`src/hw/rtl/mtf_pkg.sv`:
```
// Shared types and constants for the matrix trace / Frobenius norm accumulator.
// Used by mtf_ctrl, mtf_datapath and the top level. No dependencies.
package mtf_pkg;

   // rows at or above this are never treated as diagonal
   localparam int MAX_DIM = 4096;
   localparam int DIM_W   = 17;

   localparam logic signed [47:0] ACC48_MAX = 48'sh7FFF_FFFF_FFFF;
   localparam logic signed [47:0] ACC48_MIN = 48'sh8000_0000_0000;
   localparam logic signed [31:0] ACC32_MAX = 32'sh7FFF_FFFF;
   localparam logic signed [31:0] ACC32_MIN = 32'sh8000_0000;

   typedef enum logic [2:0] {
      ST_IDLE,
      ST_MUL,
      ST_ACC,
      ST_SAT,
      ST_SQ,
      ST_TOT
   } mtf_state_type;

   typedef struct packed {
      logic load;   // capture the input item
      logic mul;    // register the two products
      logic acc;    // update the entry accumulator
      logic sat;    // clamp entry to Q16.16, magnitude, diagonal flag
      logic sq;     // square and trace candidate
      logic emit;   // load output register, update totals
   } mtf_cmd_type;

   typedef struct packed {
      logic last_term;
      logic out_free;
   } mtf_status_type;

endpackage

```
`src/hw/rtl/mtf_ctrl.sv`:
```
// Controller state machine for the accumulator.
// Depends on mtf_pkg; drives mtf_datapath through a command struct.
module mtf_ctrl (
   input  logic                   clock,
   input  logic                   reset,
   input  logic                   req_valid,
   output logic                   req_stall,
   input  mtf_pkg::mtf_status_type status,
   output mtf_pkg::mtf_cmd_type    cmd
);
   import mtf_pkg::*;

   mtf_state_type state_ff, state_in;

   always_ff @(posedge clock) begin
      if (reset) begin
         state_ff <= ST_IDLE;
      end else begin
         state_ff <= state_in;
      end
   end

   always_comb begin
      state_in  = state_ff;
      cmd       = '0;
      req_stall = 1'b1;
      case (state_ff)
         ST_IDLE: begin
            req_stall = 1'b0;
            if (req_valid) begin
               cmd.load = 1'b1;
               state_in = ST_MUL;
            end
         end
         ST_MUL: begin
            cmd.mul  = 1'b1;
            state_in = ST_ACC;
         end
         ST_ACC: begin
            cmd.acc  = 1'b1;
            state_in = status.last_term ? ST_SAT : ST_IDLE;
         end
         ST_SAT: begin
            cmd.sat  = 1'b1;
            state_in = ST_SQ;
         end
         ST_SQ: begin
            cmd.sq   = 1'b1;
            state_in = ST_TOT;
         end
         ST_TOT: begin
            // hold here until the output register can take the item
            if (status.out_free) begin
               cmd.emit = 1'b1;
               state_in = ST_IDLE;
            end
         end
         default: begin
            state_in = ST_IDLE;
         end
      endcase
   end

endmodule

```
`src/hw/rtl/mtf_datapath.sv`:
```
// Datapath: operand capture, products, entry accumulator, saturation,
// square, running trace and norm, output register. Depends on mtf_pkg.
module mtf_datapath #(
   parameter int MAX_DIM = mtf_pkg::MAX_DIM
) (
   input  logic                   clock,
   input  logic                   reset,
   input  mtf_pkg::mtf_cmd_type    cmd,
   output mtf_pkg::mtf_status_type status,
   input  logic [11:0]            req_row_index,
   input  logic [11:0]            req_col_index,
   input  logic signed [15:0]     req_m_value,
   input  logic signed [15:0]     req_x_val,
   input  logic signed [15:0]     req_z_val,
   input  logic signed [15:0]     req_q_val,
   input  logic signed [15:0]     req_j_val,
   input  logic                   req_last_term,
   input  logic                   req_last_entry,
   output logic                   rsp_valid,
   input  logic                   rsp_stall,
   output logic signed [31:0]     rsp_entry_value,
   output logic                   rsp_is_diagonal,
   output logic signed [47:0]     rsp_trace_sum,
   output logic [63:0]            rsp_hs_norm,
   output logic                   rsp_matrix_done
);
   import mtf_pkg::*;

   // captured item
   logic [11:0]        row_ff, col_ff;
   logic signed [15:0] m_ff, x_ff, z_ff, q_ff, j_ff;
   logic               last_term_ff, last_entry_ff;

   logic signed [31:0] p1_ff, p2_ff;
   logic signed [47:0] entry_acc_ff;
   logic               entry_open_ff;
   logic signed [31:0] e_ff;
   logic [31:0]        mag_ff;
   logic               diag_ff;
   logic [63:0]        sq_ff;
   logic signed [47:0] trace_nx_ff;
   logic signed [47:0] trace_acc_ff;
   logic [63:0]        norm_acc_ff;

   logic               rsp_valid_ff;
   logic signed [31:0] rsp_entry_value_ff;
   logic               rsp_is_diagonal_ff;
   logic signed [47:0] rsp_trace_sum_ff;
   logic [63:0]        rsp_hs_norm_ff;
   logic               rsp_matrix_done_ff;

   logic signed [32:0] term;
   logic signed [47:0] base;
   logic signed [48:0] acc_sum;
   logic signed [47:0] acc_sat;
   logic               ovf32;
   logic signed [31:0] e_in;
   logic [31:0]        mag_in;
   logic               diag_in;
   logic signed [48:0] trace_sum;
   logic signed [47:0] trace_sat;
   logic [64:0]        norm_sum;
   logic [63:0]        norm_sat;

   always_comb begin
      term    = 33'(p1_ff) - 33'(p2_ff);
      base    = entry_open_ff ? entry_acc_ff
                              : $signed({{24{m_ff[15]}}, m_ff, 8'h00});
      acc_sum = 49'(base) + 49'(term);
      if (acc_sum[48] != acc_sum[47]) begin
         acc_sat = acc_sum[48] ? ACC48_MIN : ACC48_MAX;
      end else begin
         acc_sat = acc_sum[47:0];
      end

      // Q32.16 down to Q16.16: bits 47..31 must all match the sign
      ovf32 = !((&entry_acc_ff[47:31]) || !(|entry_acc_ff[47:31]));
      if (ovf32) begin
         e_in = entry_acc_ff[47] ? ACC32_MIN : ACC32_MAX;
      end else begin
         e_in = entry_acc_ff[31:0];
      end
      mag_in  = e_in[31] ? (~e_in + 32'd1) : e_in;
      diag_in = (row_ff == col_ff) && ({5'b0, row_ff} < DIM_W'(MAX_DIM));

      trace_sum = 49'(trace_acc_ff) + 49'(e_ff);
      if (trace_sum[48] != trace_sum[47]) begin
         trace_sat = trace_sum[48] ? ACC48_MIN : ACC48_MAX;
      end else begin
         trace_sat = trace_sum[47:0];
      end

      norm_sum = {1'b0, norm_acc_ff} + {1'b0, sq_ff};
      norm_sat = norm_sum[64] ? {64{1'b1}} : norm_sum[63:0];
   end

   // payload registers
   always_ff @(posedge clock) begin
      if (cmd.load) begin
         row_ff        <= req_row_index;
         col_ff        <= req_col_index;
         m_ff          <= req_m_value;
         x_ff          <= req_x_val;
         z_ff          <= req_z_val;
         q_ff          <= req_q_val;
         j_ff          <= req_j_val;
         last_term_ff  <= req_last_term;
         last_entry_ff <= req_last_entry;
      end
      if (cmd.mul) begin
         p1_ff <= 32'(x_ff) * 32'(z_ff);
         p2_ff <= 32'(q_ff) * 32'(j_ff);
      end
      if (cmd.sat) begin
         e_ff    <= e_in;
         mag_ff  <= mag_in;
         diag_ff <= diag_in;
      end
      if (cmd.sq) begin
         sq_ff       <= 64'(mag_ff) * 64'(mag_ff);
         trace_nx_ff <= diag_ff ? trace_sat : trace_acc_ff;
      end
      if (cmd.emit) begin
         rsp_entry_value_ff <= e_ff;
         rsp_is_diagonal_ff <= diag_ff;
         rsp_trace_sum_ff   <= trace_nx_ff;
         rsp_hs_norm_ff     <= norm_sat;
         rsp_matrix_done_ff <= last_entry_ff;
      end
   end

   // architectural state
   always_ff @(posedge clock) begin
      if (reset) begin
         entry_acc_ff  <= '0;
         entry_open_ff <= 1'b0;
         trace_acc_ff  <= '0;
         norm_acc_ff   <= '0;
         rsp_valid_ff  <= 1'b0;
      end else begin
         if (cmd.acc) begin
            entry_acc_ff  <= acc_sat;
            entry_open_ff <= !last_term_ff;
         end
         if (cmd.emit) begin
            // totals restart after the item that closes the matrix
            trace_acc_ff <= last_entry_ff ? '0 : trace_nx_ff;
            norm_acc_ff  <= last_entry_ff ? '0 : norm_sat;
         end
         rsp_valid_ff <= cmd.emit || (rsp_valid_ff && rsp_stall);
      end
   end

   assign status.last_term = last_term_ff;
   assign status.out_free  = !rsp_valid_ff || !rsp_stall;

   assign rsp_valid       = rsp_valid_ff;
   assign rsp_entry_value = rsp_entry_value_ff;
   assign rsp_is_diagonal = rsp_is_diagonal_ff;
   assign rsp_trace_sum   = rsp_trace_sum_ff;
   assign rsp_hs_norm     = rsp_hs_norm_ff;
   assign rsp_matrix_done = rsp_matrix_done_ff;

endmodule

```
`src/hw/rtl/matrix_trace_frobenius_accumulator.sv`:
```
// Channel   Direction  Handshake            Payload
// req_      in         req_valid/req_stall  row, col, M, X, Z, Q, J, last marks
// rsp_      out        rsp_valid/rsp_stall  entry, diagonal flag, trace, norm, done
//
// A term that does not end an entry passes through capture, products, accumulate.
// A last term adds clamp, square and totals, and waits in totals while the
// output register is still occupied; each step is a state of its own.
// The output register lets a new term be taken while a result waits.
// Synchronous active-high reset clears accumulator, totals and output valid.
// Top level: joins mtf_ctrl and mtf_datapath. Depends on mtf_pkg.
module matrix_trace_frobenius_accumulator #(
   parameter int MAX_DIM = mtf_pkg::MAX_DIM
) (
   input  logic               clock,
   input  logic               reset,
   input  logic               req_valid,
   output logic               req_stall,
   input  logic [11:0]        req_row_index,
   input  logic [11:0]        req_col_index,
   input  logic signed [15:0] req_m_value,
   input  logic signed [15:0] req_x_val,
   input  logic signed [15:0] req_z_val,
   input  logic signed [15:0] req_q_val,
   input  logic signed [15:0] req_j_val,
   input  logic               req_last_term,
   input  logic               req_last_entry,
   output logic               rsp_valid,
   input  logic               rsp_stall,
   output logic signed [31:0] rsp_entry_value,
   output logic               rsp_is_diagonal,
   output logic signed [47:0] rsp_trace_sum,
   output logic [63:0]        rsp_hs_norm,
   output logic               rsp_matrix_done
);
   import mtf_pkg::*;

   mtf_cmd_type    cmd;
   mtf_status_type status;

   mtf_ctrl u_ctrl (
      .clock     (clock),
      .reset     (reset),
      .req_valid (req_valid),
      .req_stall (req_stall),
      .status    (status),
      .cmd       (cmd)
   );

   mtf_datapath #(
      .MAX_DIM (MAX_DIM)
   ) u_datapath (
      .clock           (clock),
      .reset           (reset),
      .cmd             (cmd),
      .status          (status),
      .req_row_index   (req_row_index),
      .req_col_index   (req_col_index),
      .req_m_value     (req_m_value),
      .req_x_val       (req_x_val),
      .req_z_val       (req_z_val),
      .req_q_val       (req_q_val),
      .req_j_val       (req_j_val),
      .req_last_term   (req_last_term),
      .req_last_entry  (req_last_entry),
      .rsp_valid       (rsp_valid),
      .rsp_stall       (rsp_stall),
      .rsp_entry_value (rsp_entry_value),
      .rsp_is_diagonal (rsp_is_diagonal),
      .rsp_trace_sum   (rsp_trace_sum),
      .rsp_hs_norm     (rsp_hs_norm),
      .rsp_matrix_done (rsp_matrix_done)
   );

endmodule

```
`config.mk`:
```
export PLATFORM = sky130hd
export DESIGN_NAME = matrix_trace_frobenius_accumulator
export DESIGN_NICKNAME = d
export VERILOG_FILES = /design/src/hw/rtl/mtf_pkg.sv /design/src/hw/rtl/mtf_ctrl.sv /design/src/hw/rtl/mtf_datapath.sv /design/src/hw/rtl/matrix_trace_frobenius_accumulator.sv
export SDC_FILE = /design/constraint.sdc
export NUM_CORES = 2
export LEC_CHECK = 0
export ABC_AREA = 0
export BUFFER_PORTS_ARGS = -buffer_cell sky130_fd_sc_hd__buf_4
export CORE_MARGIN = 4
export CORE_UTILIZATION = 30
export DETAILED_ROUTE_END_ITERATION = 7
export GPL_TIMING_DRIVEN = 1
export SYNTH_ARGS = -nofsm -noshare
export SYNTH_HDL_FRONTEND = slang
export SYNTH_SLANG_ARGS = --single-unit
```
`constraint.sdc`:
```
create_clock -name clock -period 8.9 [get_ports clock]
set_clock_uncertainty 0.15 [all_clocks]
set_input_delay 0.89 -clock clock [delete_from_list [all_inputs] [get_ports clock]]
set_output_delay 0.89 -clock clock [all_outputs]
set_load 0.05 [all_outputs]
```
## After elaboration in Yosys (flattened, before gate mapping)

Cells that the tools add are included.
W data, S select, Z words.

| storage, ports and cells | value |
|---|---|
| register bits after elaboration | 658 |
| input port bits | 110 |
| output and inout bits | 148 |
| word-level logic and storage cells | 84 |

| cells by class | value |
|---|---|
| $add $sub $neg | 5 |
| $mul | 3 |
| eq/ne operators | 10 |
| mux-type cells | 25 |
| bitwise operators | 1 |
| reduce and logical (&&, ||, !) cells | 12 |

Operators by type and width:

| cell | number |
|---|---|
| $mux W48 | 7 |
| $mux W64 | 2 |
| $add A64 B64 Y65 | 1 |
| $mul A16 B16 Y32 | 2 |
| $mul A32 B32 Y64 | 1 |
| $mux W32 | 2 |
| $add A48 B32 Y49 | 1 |
| $add A48 B33 Y49 | 1 |
| $sub A32 B32 Y33 | 1 |
| $add A32 B1 Y32 const B | 1 |
| $not A32 Y32 | 1 |
| $mux W31 | 1 |
| $pmux W3 S6 | 1 |
| $reduce_and A17 Y1 | 1 |
| $reduce_or A17 Y1 | 1 |
| $eq A12 B12 Y1 | 1 |
| $mux W1 | 9 |
| $eq A3 B2 Y1 const B | 2 |
| $eq A3 B3 Y1 const B | 2 |
| $mux W3 | 2 |
| $logic_not A1 Y1 | 4 |
| $ne A2 B2 Y1 const B | 2 |
| $eq A3 B1 Y1 const B | 1 |
| $logic_not A3 Y1 | 1 |
| 5 further kinds | 8 |

## Depth between registers and ports, before layout

| logic depth | value |
|---|---|
| depth after elaboration | 7 |
| depth in mapped cells | 31 |
| mapped depth without buffers | 29 |

## Cells and area by module

From an unflattened synthesis, not the netlist that was laid out.

| second synthesis, totals | value |
|---|---|
| cell total of the unflattened synthesis | 8426 |
| area total of the unflattened synthesis | 82814.4 um2 |

By module, submodules not included:

| module | times used | cells each | area each (um2) |
|---|---|---|---|
| mtf_datapath | 1 | 8404 | 82648.0 |
| mtf_ctrl | 1 | 22 | 166.4 |

## Least setup slack after synthesis

No wires, ideal clock.

| path | value |
|---|---|
| kind | flip-flop to flip-flop |
| start point | register u_datapath.mag_ff[2] |
| end point | register u_datapath.sq_ff[59], data pin |
| setup time | 263 ps |
| arrival time | 7868 ps |
| data required time | 8487 ps |
| path slack | 619 ps |
| cell stages (with the launch flop) | 29 |
| period minus slack after synthesis | 8281 ps |
| cell sequence | edfxtp_1 > clkbuf_1 > buf_1 > nand2_1 > fa_1 > inv_1 > fa_1 > inv_1 > fa_1 > fa_1 > inv_1 > fa_1 > inv_1 > fa_1 > inv_1 > fa_1 > fa_1 > ha_1 > nand2_1 > or3b_1 > a311oi_1 > a311oi_2 > nor3_1 > nor2_1 > a2111oi_0 > o221ai_1 > o21ai_1 > a21boi_0 > xnor2_1 |

| on the way | value |
|---|---|
| word-level cells in the longest chain between the ends | 1 |

Ends and longest elaborated chain:

| what | RTL line | RTL |
|---|---|---|
| start, declared | mtf_datapath.sv:38 | `logic [31:0] mag_ff;` |
| start signal, assigned | mtf_datapath.sv:116 | `mag_ff <= mag_in;` |
| $mul A32 B32 Y64 | mtf_datapath.sv:120 | `sq_ff <= 64'(mag_ff) * 64'(mag_ff);` |
| end signal, assigned | mtf_datapath.sv:120 |  |
| end, declared | mtf_datapath.sv:40 | `logic [63:0] sq_ff;` |

No other way between the ends.
A chain may end at the register's enable or synchronous reset.

## Worst setup path after layout

| path | value |
|---|---|
| start point | register u_datapath.mag_ff[15] |
| end point | register u_datapath.sq_ff[61], data pin |

Same word-level chain as after synthesis.

==> results.yml <==
worst_hold_path:
  hold_path_end: "u_datapath.q_ff[7]"
  hold_path_depth: 1
  worstHoldStart: "req_q_val[7]"
  hold_class: "input port to flop"
yosys:
  syn_inst: 8423
  synth_top_cell_by_area: "fa_1"
  syn_avg_cell_area_sq_um: 9.854
  synthDistinctLibCells: 96
  synth_nets: 10521
  synth_seq_area_share_pct: 21.74
  synth_top_flop_cell: "edfxtp_1"
  synth_edf_count: 491
  async_reset_ff_share_pct: 0
  yosysWarnings: 0
  ys_seq_elements: 656
  synth_top_area_share_pct: 32.92
  synth_area_sq_um: 83000
  netlist_top_cells_area: "fa_1, edfxtp_1, ha_1, inv_1, dfxtp_1"
critical_path:
  cp_top_family: "adder cells"
  arrival_ns: 8.72
  critPathMostFrequentCell: "fa_1"
  reg2reg_slack_ns: 0.46
  critical_path.reg2reg.endpoint: "u_datapath.sq_ff[61]"
  crit_fanout: 17
  cp-start-kind: "flop"
  r2r_cells: 28
  cp-end-kind: "flop"
  worstSetupPathType: "flop to flop"
  cp-startpoint: "u_datapath.mag_ff[15]"
  rr_startpoint: "u_datapath.mag_ff[15]"
  slowest_delay_ns: 0.58
  slowest_stage: "fa_1"
  critPathRequiredTime_ns: 9.18
  crit_buf_inv: 7
timing:
  fmax_mhz: 118.5
  fin_crit_ns: 8.442
  setup_viol: 0
  relSlewSlack_pct: 27.13
  hold_viol: 0
  worst_slew_pin_slew_ns: 1.088
  rsz0062_at_grt: "no"
  timing.final.crit_share_pct: 94.85
  finalMaxSlewViolations: 0
global_routing:
  antenna_found_initial: 5
  gr-total-overflow: 0
  grt_max_degree: 98
  grt_usage_pct: 15.68
  grt_pass1_vias: 62376
  grt_pass1_wl_mm: 357.7
cts:
  hold_buffers: 0
  insertion_delay_ns: 0.70
  clockBufferDepth: 3
  cts.sink_count: 656
  htreeDepth: 3
  cts_tree: "built"
  clockRootBuffer: "clkbuf_16"
  path_clk_slew_ns: 0.06
  cts_buffers: 77
die:
  row_count: 192
  start_util_pct: 30.23
  core_area_sq_um: 274600
  dieWidth_um: 534.0
  ioPinCount: 258
  die_area_sq_um: 285100
  fp.dieH_um: 534.0
place:
  dpl-instance-area_sq_um: 89150
  dp_hpwl_mm: 183.9
  place.gp.congestion: 0.9092
  port_buffers: 257
detailed_routing:
  drtIter0Drc: 3777
  wl_mm: 225.6
  drc: 0
  ant_nets: 0
  firstDrtPassIters: 5
  via_count: 58563
  routedWlPerCell_um: 18.35
  via_per_inst: 4.765
cells_and_area:
  drive_above_1_share_pct: 7.544
  synthToLayoutAreaGrowth_pct: 10.90
  final_area_sq_um: 92050
  fin_nets: 10637
flow_run:
  max_cap_viol_count: 0
status:
  status: "finished, final reports clean"
[timing repair]
item / 4_1_cts / 5_1_grt
endpoints found under the setup margin: 1 / 10
gates resized for setup: 0 / 13
buffers inserted: 1 / 20
cloned: 0 / 1
pin swaps: 0 / 2
hold endpoints to repair: 0 / 0
[layer usage]
layer	vias to the layer above	part of all wire [%]	global-route usage, %
met1	29489	46	21.89
met3	308	6.4	2.794
met5	-	0.0058	0
met2	1701	46	25.22
met4	2	2.6	3.783
li1	27063	-	-
[registers in the layout, indices dropped and copies added (netlist names), 48 cells and up]
name and flops:
u_datapath.entry_acc_ff 48, u_datapath.norm_acc_ff 64, u_datapath.rsp_hs_norm 64, u_datapath.rsp_trace_sum 48, u_datapath.sq_ff 63, u_datapath.trace_acc_ff 48, u_datapath.trace_nx_ff 48
[metrics by stage]
stage,TNS [ns],setup slack [ns],hold slack (ns),std cells,util (%)
2_1_floorplan,0,0.6193,0.2676,8423,-
3_3_place_gp,0,0.1646,0.2758,12124,32.47
3_5_place_dp,-0.01208,-0.01208,0.2787,12124,32.47
4_1_cts,0,0.01187,0.1562,12268,33.43
5_1_grt,0,0.02956,0.1744,12289,33.52
6_report,0,0.4583,0.2261,12290,33.52
[cell usage after synthesis (65+ instances only)]
master,instances
inv_1,1728
fa_1,1365
nand2_1,789
ha_1,623
edfxtp_1,491
a21oi_1,451
and2_1,436
clkbuf_1,320
nor2_1,318
xnor2_1,225
o21ai_0,203
dfxtp_1,165
a21o_1,150
xor2_1,115
nand2b_1,65
[layout make-up]
type | count | area [sq um]
antenna | 1 | 2.502
clock buffer | 90 | 2017
clock inverter | 53 | 623.1
fill | 27846 | 182500
inverter | 1730 | 6499
multi-input combinational | 5678 | 57180
sequential | 656 | 18050
tap | 3686 | 4612
timing repair buffer | 396 | 3062
[layout by cell type (no fill, tap or decap), types with 17 or more instances in the layout]
master and instances:
nand2b_1 65, xnor2_1 223, nand2_1 788, nor2b_1 39, dfxtp_1 164, o21ai_0 202
a31oi_1 33, ha_1 622, clkbuf_16 79, a21oi_1 451, a22o_1 64, o21a_1 37
and3_1 17, inv_1 1727, and2_1 436, or3_1 17, or2_2 19, nor3b_1 54
o21ai_1 19, a31o_2 17, mux2i_1 19, nor2_1 314, maj3_2 19, a21o_1 150
nand4_1 64, a211oi_2 19, o2bb2ai_1 42, maj3_1 32, edfxtp_1 491, buf_4 386
nand3_1 56, xor2_1 114, nor3_1 40, o211ai_1 21, o21bai_1 49, fa_1 1365
a211oi_1 61
[worst register-to-register path: cells and delay by family, from the launching register on]
| kind | cells | cell delay (ns) |
|---|---|---|
| simple gates | 2 | 0.44 |
| compound gates | 9 | 1.72 |
| xor+xnor | 1 | 0.10 |
| buf+inv | 7 | 0.91 |
| fa+ha+maj | 9 | 4.36 |
| flops | 1 | 0.52 |
[worst max-delay path by stage]
stage / endpoint / slack (ns) / depth (start not counted)
after global placement: u_datapath.sq_ff[48] / 0.16 / 24
after floorplan: u_datapath.sq_ff[59] / 0.62 / 28
after CTS: u_datapath.sq_ff[48] / 0.01 / 25
final: u_datapath.sq_ff[61] / 0.46 / 28
after global routing: u_datapath.sq_ff[63] / 0.03 / 26
after detailed placement: u_datapath.sq_ff[48] / -0.01 / 24
[kinds of logic after synthesis]
logic type      after synthesis  share of synthesized area, %
mux                          25                        0.3105
flops                       656                         21.74
buf+inv                    2089                         9.535
compound gates             1311                         10.38
fa+ha+maj                  2039                         42.96
simple gates               1963                         11.48
xor+xnor                    340                         3.588
Power is not shown: default switching activity piles up to over one toggle a cycle in this logic, so the estimate is an artifact.
